**src/design/esdc_pkg.sv**
```systemverilog
// Shared types and constants of the entity state delta codec.
// Request, response and queued command layouts, action codes and queue sizing.
// No dependencies.
`default_nettype none

package esdc_pkg;

	localparam int NUM_VALUES  = 7;
	localparam int VALUE_W     = 32;
	localparam int ROW_W       = NUM_VALUES * VALUE_W;
	localparam int QUEUE_DEPTH = 2;

	localparam logic [2:0] ACT_ENCODE    = 3'd0;
	localparam logic [2:0] ACT_DECODE    = 3'd1;
	localparam logic [2:0] ACT_FORCE_ONE = 3'd2;
	localparam logic [2:0] ACT_FORCE_ALL = 3'd3;
	localparam logic [2:0] ACT_REMOVE    = 3'd4;
	localparam logic [2:0] ACT_CLEAR     = 3'd5;

	typedef enum logic [2:0] {
		OP_ENCODE    = 3'd0,
		OP_DECODE    = 3'd1,
		OP_FORCE_ONE = 3'd2,
		OP_FORCE_ALL = 3'd3,
		OP_REMOVE    = 3'd4,
		OP_CLEAR     = 3'd5
	} op_t;

	typedef struct packed {
		logic [2:0]         action;
		logic [7:0]         entity_id;
		logic [31:0]        tick;
		logic               is_keyframe;
		logic               last_of_frame;
		logic signed [31:0] pos_x;
		logic signed [31:0] pos_y;
		logic signed [31:0] pos_z;
		logic signed [31:0] vel_x;
		logic signed [31:0] vel_y;
		logic signed [31:0] vel_z;
		logic signed [31:0] yaw;
	} req_t;

	typedef struct packed {
		logic               from_decode;
		logic [7:0]         out_entity;
		logic [31:0]        out_tick;
		logic               out_keyframe;
		logic signed [31:0] out_pos_x;
		logic signed [31:0] out_pos_y;
		logic signed [31:0] out_pos_z;
		logic signed [31:0] out_vel_x;
		logic signed [31:0] out_vel_y;
		logic signed [31:0] out_vel_z;
		logic signed [31:0] out_yaw;
	} rsp_t;

	typedef struct packed {
		op_t  op;
		req_t item;
	} cmd_t;

endpackage

`default_nettype wire

```
**src/design/esdc_queue.sv**
```systemverilog
// Short command queue between the front and back ends of the codec.
// Flip-flop storage of esdc_pkg::QUEUE_DEPTH entries. Uses esdc_pkg.
`default_nettype none

module esdc_queue (
	input  wire logic           clk,
	input  wire logic           arst_n,
	input  wire logic           push,
	input  wire esdc_pkg::cmd_t wdata,
	output logic                full,
	input  wire logic           pop,
	output esdc_pkg::cmd_t      rdata,
	output logic                empty
);

	localparam int PTR_W = (esdc_pkg::QUEUE_DEPTH > 1) ? $clog2(esdc_pkg::QUEUE_DEPTH) : 1;
	localparam int CNT_W = $clog2(esdc_pkg::QUEUE_DEPTH + 1);

	esdc_pkg::cmd_t    slot_q [esdc_pkg::QUEUE_DEPTH];
	logic [PTR_W-1:0]  wr_ptr_q;
	logic [PTR_W-1:0]  rd_ptr_q;
	logic [CNT_W-1:0]  count_q;

	assign full  = (count_q == CNT_W'(esdc_pkg::QUEUE_DEPTH));
	assign empty = (count_q == '0);
	assign rdata = slot_q[rd_ptr_q];

	always_ff @(posedge clk or negedge arst_n) begin
		if (!arst_n) begin
			wr_ptr_q <= '0;
			rd_ptr_q <= '0;
			count_q  <= '0;
		end else begin
			if (push) begin
				wr_ptr_q <= (wr_ptr_q == PTR_W'(esdc_pkg::QUEUE_DEPTH - 1)) ? '0 :
					wr_ptr_q + 1'b1;
			end
			if (pop) begin
				rd_ptr_q <= (rd_ptr_q == PTR_W'(esdc_pkg::QUEUE_DEPTH - 1)) ? '0 :
					rd_ptr_q + 1'b1;
			end
			if (push && !pop) begin
				count_q <= count_q + 1'b1;
			end else if (pop && !push) begin
				count_q <= count_q - 1'b1;
			end
		end
	end

	always_ff @(posedge clk) begin
		if (push) begin
			slot_q[wr_ptr_q] <= wdata;
		end
	end

endmodule

`default_nettype wire

```
**config.mk**
```make
export PLATFORM = sky130hd
export DESIGN_NAME = esdc_queue
export DESIGN_NICKNAME = d
export VERILOG_FILES = /design/src/design/esdc_pkg.sv /design/src/design/esdc_queue.sv
export SDC_FILE = /design/constraint.sdc
export NUM_CORES = 1
export LEC_CHECK = 0
export ABC_CLOCK_PERIOD_IN_PS = 14400
export BUFFER_PORTS_ARGS = -buffer_cell sky130_fd_sc_hd__buf_2
export CORE_AREA = 2 2 216 218
export CTS_CLUSTER_SIZE = 25
export DETAILED_ROUTE_END_ITERATION = 8
export DIE_AREA = 0 0 218 220
export PLACE_DENSITY = 0.76
export REMOVE_ABC_BUFFERS = 1
export SYNTH_ARGS = -nofsm -noshare
export SYNTH_HDL_FRONTEND = slang
export SYNTH_SLANG_ARGS = --single-unit
```
**constraint.sdc**
```tcl
create_clock -name clk -period 14.4 [get_ports clk]
set_input_delay 0.72 -clock clk [delete_from_list [all_inputs] [get_ports clk]]
set_output_delay 0.72 -clock clk [all_outputs]
set_load 0.05 [all_outputs]
```
==> results of run 1 <==
==> flip-flops by register name (all words and copies together), names as in the netlist <==
signal    flops
wr_ptr_q      1
slot_q      544
count_q       2
rd_ptr_q      1
==> critical path, stage by stage (launching register included) <==
cell,delay (ns)
dfrtp_4,0.89
buf_4,0.79
buf_4,0.87
mux2_2,0.43
buf_2,0.21
==> how the worst max path moves through the flow <==
stage / endpoint / cells after the start / slack, ns / startpoint
floorplan: slot_q[0][0] / 1 / 1.04 / push
global placement: rdata[221] / 4 / 10.50 / rd_ptr_q
detailed placement: rdata[145] / 4 / 10.40 / rd_ptr_q
CTS: rdata[145] / 4 / 9.75 / rd_ptr_q
global route: rdata[145] / 4 / 9.57 / rd_ptr_q
finish: rdata[145] / 4 / 9.82 / rd_ptr_q
==> power by group through the flow <==
stage / registers [mW] / logic [mW] / clock network, mW
2_1_floorplan: 2.42 / 1.82 / 0
3_3_place_gp: 2.24 / 2.32 / 0
3_5_place_dp: 2.25 / 2.34 / 0
4_1_cts: 2.22 / 2.35 / 1.36
5_1_grt: 2.25 / 2.42 / 1.42
6_report: 2.22 / 2.33 / 1.32
==> cells by family after synthesis <==
| family | share of synthesized area |
|---|---|
| xor gates and xnor gates | 0.00219 |
| adders and majority gates | 0.000626 |
| buffers and inverters | 0.0200 |
| DFF | 0.823 |
| muxes | 0.153 |
| and+or+nand+nor | 0.00132 |
==> timing repair <==
| item | CTS | global route |
|---|---|---|
| resized for setup | 0 | 0 |
| hold buffers | 1 | 0 |
| endpoints found under the hold margin | 4 | 0 |
==> placed cells by master (no fill, tap or decap), types with 2 or more instances in the layout <==
| master | count |
|---|---|
| buf_2 | 549 |
| buf_4 | 10 |
| bufinv_16 | 5 |
| clkbuf_1 | 14 |
| clkbuf_16 | 53 |
| clkbuf_8 | 3 |
| clkinv_1 | 9 |
| clkinv_2 | 8 |
| dfrtp_1 | 3 |
| diode_2 | 3 |
| edfxtp_1 | 544 |
| mux2_2 | 272 |
| nor2_1 | 2 |
| xor2_1 | 4 |
==> metal layers <==
layer  wire length (um)  vias up
met5                 48        -
met4               1030        8
met3               3670       85
met2              22000      413
met1              15600     5120
li1                   -     4625
==> final cells by class <==
cell class	instances	area share
inverter	1	0.000151
clock inverter	23	0.00931
multi-input combinational	283	0.127
sequential	548	0.662
tap	607	0.0306
antenna	3	0.000302
clock buffer	70	0.0571
timing repair buffer	560	0.114
==> through the flow <==
step                power (mW)  setup WS [ns]  utilization
floorplan                 4.24           1.04            -
global placement          4.56          10.50        0.505
detailed placement        4.59          10.40        0.505
CTS                       5.93           9.75        0.542
global route              6.08           9.57        0.542
finish                    5.87           9.82        0.542
==> impl_metrics.json, run 1 <==
{
  "fp.dieH_um": 220,
  "worstReg2RegStart": "wr_ptr_q",
  "cp-start-kind": "flip-flop",
  "wl_per_cell_um": 20.2,
  "top_usage_layer": "met2",
  "final_area_mm2": 0.0249,
  "r2r_end": "slot_q[0][168]",
  "clockBufferDepth": 3,
  "syn_to_final_growth_pct": 24.4,
  "post_cts_buffers": 0,
  "grt_pass1_wl_um": 60000,
  "path_clk_slew_ns": 0.06,
  "yosysTopAreaCellShare": 0.818,
  "synth_area_mm2": 0.0200,
  "slew_headroom": 0.231,
  "drc": 0,
  "grt.met3_usage": 0.0578,
  "hpwl_um": 28900,
  "setup_viol": 0,
  "core_mm2": 0.0459,
  "vias_per_cell": 4.89,
  "start_util": 0.436,
  "clock.fmax_mhz": 218,
  "ys.flop_type": "edfxtp_1",
  "hold_end": "slot_q[1][84]",
  "die_w_um": 218,
  "drtIter0Drc": 586,
  "end_kind": "output port",
  "synth_cells": 862,
  "p_clk_frac": 0.225,
  "min_path_type": "in2reg",
  "synth_warnings": 0,
  "grtUsageMet1": 0.189,
  "hold_viol": 0,
  "rsz0062_at_grt": "no",
  "dpl_cell_area_mm2": 0.0232,
  "fin_nets": 1723,
  "ir_drop_v": 0.000179,
  "ys_async_sr_fraction": 0.00730,
  "regArea_mm2": 0.0164,
  "leakage_nw": 9.29,
  "min_period_ns": 4.58,
  "drt_first_pass_iters": 4,
  "fin_skew_ns": 0.0107,
  "ant_nets": 0,
  "clock_sinks": 548,
  "reg2reg_depth": 3,
  "p_sw_frac": 0.403,
  "p_sw_mw": 2.37,
  "synth_area_per_cell_um2": 23.2,
  "hold_ws_ns": 0.336,
  "fin_cells": 2095,
  "rrSetupSlack_ns": 10.96,
  "fillCellCount": 3537,
  "synth.largest_area_cell": "edfxtp_1",
  "ys_types": 12,
  "clock_latency_ns": 0.57,
  "ys_seq_area_frac": 0.823,
  "synth_edf_count": 544,
  "placementRows": 79,
  "comb_power_share": 0.396,
  "synth.top_cells.by_count": "edfxtp_1 (544), mux2_2 (272), clkbuf_8 (23)",
  "port_buffers": 549,
  "ys_ff_latch": 548,
  "cts_root_buffer": "clkbuf_16",
  "netlist_top_cells_area": "edfxtp_1 (82%), mux2_2 (15%), clkbuf_8 (1.6%), dfrtp_1 (0.50%), buf_6 (0.39%)",
  "drive_gt1_frac": 0.609,
  "worstHoldStart": "wdata[84]",
  "period_share": 0.318,
  "place_inst": 1998,
  "cts_buffers": 52,
  "yosysMostFrequentCell": "edfxtp_1",
  "grt_pass1_vias": 10356,
  "whs_path_depth": 1,
  "grt_max_degree": 83,
  "seq_power_share": 0.378,
  "num_vias": 10251,
  "dieArea_mm2": 0.0480,
  "required_ns": 13.68,
  "grtUsageTotal": 0.165,
  "path_class": "reg2out",
  "setup_tns_ns": 0,
  "internal_power_mw": 3.50,
  "report.final.slew_viol_count": 0,
  "antenna_found_initial": 7,
  "wl_um": 42400,
  "finalWeightedCongestion": 0.852,
  "grt.overflow.total": 0,
  "arrival_ns": 3.86,
  "worst_slew_pin_slew_ns": 1.15,
  "outcome": "complete, no violations",
  "multi_input_area_mm2": 0.00316,
  "h-tree-depth": 2,
  "io_pins": 550,
  "cap_viol_max_count": 0,
  "cts_tree": "built",
  "grtUsageMet2": 0.290,
  "crit_fanout": 77,
  "power.density_mw_per_mm2": 236
}
Power figures use the tool's default switching activity.
==> run 2: changes to the inputs <==
--- a/config.mk
+++ b/config.mk
@@ -5,7 +5,7 @@
 export SDC_FILE = /design/constraint.sdc
 export NUM_CORES = 1
 export LEC_CHECK = 0
-export ABC_CLOCK_PERIOD_IN_PS = 14400
+export ABC_CLOCK_PERIOD_IN_PS = 4250
 export BUFFER_PORTS_ARGS = -buffer_cell sky130_fd_sc_hd__buf_2
 export CORE_AREA = 2 2 216 218
 export CTS_CLUSTER_SIZE = 25
==> constraint.sdc (replaced) <==
create_clock -name clk -period 4.25 [get_ports clk]
set_input_delay 0.2125 -clock clk [delete_from_list [all_inputs] [get_ports clk]]
set_output_delay 0.2125 -clock clk [all_outputs]
set_load 0.05 [all_outputs]
==> impl_metrics.json, run 2 (synthesized netlist as in run 1, its figures left out) <==
{
  "outcome": "finished with violations",
  "violations": "antenna rules",
  "top_register": "slot_q",
  "required_ns": 4.04,
  "largest_reg_flops": 544,
  "cts_root_buffer": "clkbuf_16",
  "cpMaxStageDelayCell": "dfrtp_4",
  "io_pins": 550,
  "antenna_found_initial": 6,
  "final_cell_mix": "buf_2 (549), edfxtp_1 (544), dlygate4sd3_1 (276)",
  "path_clk_slew_ns": 0.06,
  "report.final.slew_viol_count": 0,
  "syn_to_final_growth_pct": 39.1,
  "setup_viol": 0,
  "slew_headroom": 0.427,
  "hold_end": "slot_q[1][84]",
  "core_mm2": 0.0459,
  "crit_family": "flip-flops",
  "cpPeakStageDelay_ns": 0.97,
  "fin_skew_ns": 0.0121,
  "crit_fanout": 57,
  "drc": 0,
  "wl_um": 48400,
  "cp-start-kind": "flip-flop",
  "ant_nets": 1,
  "fp.dieH_um": 220,
  "worstReg2RegStart": "wr_ptr_q",
  "start_util": 0.436,
  "highest_layer": "met4",
  "path_class": "reg2out",
  "ir_drop_v": 0.000672,
  "clock_sinks": 548,
  "drt_first_pass_iters": 4,
  "vias_per_cell": 4.84,
  "arrival_ns": 2.70,
  "final_area_mm2": 0.0278,
  "path_cells": "buf_4, mux2_2, buf_2",
  "reg2reg_depth": 2,
  "clock.fmax_mhz": 343,
  "hold_viol": 0,
  "grt_pass1_vias": 12452,
  "wl_met1_um": 17800,
  "end_kind": "output port",
  "cts_buffers": 53,
  "wl_per_cell_um": 20.2,
  "leakage_nw": 10.5,
  "grt_pass1_wl_um": 69600,
  "rsz0062_at_grt": "no",
  "grt_max_degree": 93,
  "grtUsageTotal": 0.191,
  "worst_slew_pin_slew_ns": 0.859,
  "reg.largest.list": "slot_q x544, count_q x2",
  "rrSetupSlack_ns": 2.16,
  "drtIter0Drc": 678,
  "grt.overflow.total": 0,
  "r2r_end": "slot_q[1][43]",
  "fin_nets": 2011,
  "clock_latency_ns": 0.58,
  "worstHoldStart": "wdata[84]",
  "die_w_um": 218,
  "clockBufferDepth": 3,
  "hold_ws_ns": 0.353,
  "min_period_ns": 2.91,
  "port_buffers": 549,
  "drive_gt1_frac": 0.512,
  "fillCellCount": 3148,
  "hpwl_um": 28700,
  "num_vias": 11578,
  "multi_input_area_mm2": 0.00316,
  "wl_met3_um": 3340,
  "whs_path_depth": 2,
  "mostFrequentLayoutCell": "buf_2",
  "placementRows": 79,
  "critPathLaunch": "rd_ptr_q",
  "cap_viol_max_count": 0,
  "path_buf_inv": 2,
  "regArea_mm2": 0.0164,
  "h-tree-depth": 2,
  "power.density_mw_per_mm2": 734,
  "min_path_type": "in2reg",
  "cts_tree": "built",
  "wl_met2_um": 25700,
  "post_cts_buffers": 0,
  "dieArea_mm2": 0.0480,
  "period_share": 0.685,
  "dpl_cell_area_mm2": 0.0234,
  "power_mw": 20.4,
  "finalWeightedCongestion": 0.760
}
-- run 2: what timing repair did --
action / in CTS / in global routing
gates resized for setup: 0 / 0
setup endpoints to repair: 0 / 0
endpoints found under the hold margin: 550 / 0
hold buffers: 276 / 0
-- run 2: area by class of cell --
class	instances	area share
sequential	548	0.591
timing repair buffer	847	0.207
multi-input combinational	283	0.114
clock buffer	72	0.0518
tap	607	0.0273
clock inverter	24	0.00743
antenna	11	0.000990
inverter	1	0.000135
-- run 2: how the worst max path moves through the flow --
stage,endpoint,slack (ns),cells after the start
6_report,rdata[213],1.34,3
5_1_grt,rdata[213],1.23,3
4_1_cts,rdata[74],1.31,3
3_5_place_dp,rdata[220],1.96,3
3_3_place_gp,rdata[64],1.97,3
2_1_floorplan,slot_q[0][0],-9.08,1
-- run 2: report_power, final --
part,switching (mW),internal [mW]
Combinational,6.01,2.32
Sequential,0.371,7.17
Clock,1.92,2.60
Total,8.30,12.1
-- run 2: stage by stage --
stage           util  setup WS, ns   TNS, ns  instances
6_report       0.606          1.34         0       2393
5_1_grt        0.606          1.23         0       2388
4_1_cts        0.605          1.31         0       2382
3_5_place_dp   0.509          1.96         0       2010
3_3_place_gp   0.509          1.97         0       2010
2_1_floorplan      -         -9.08  -4054.23        832
-- run 2: per-layer routing --
layer  global-route usage  vias to the layer above
met5                    0                        -
met4               0.0726                        0
met3               0.0482                      102
met2                0.349                      495
met1                0.213                     5769
li1                     -                     5212
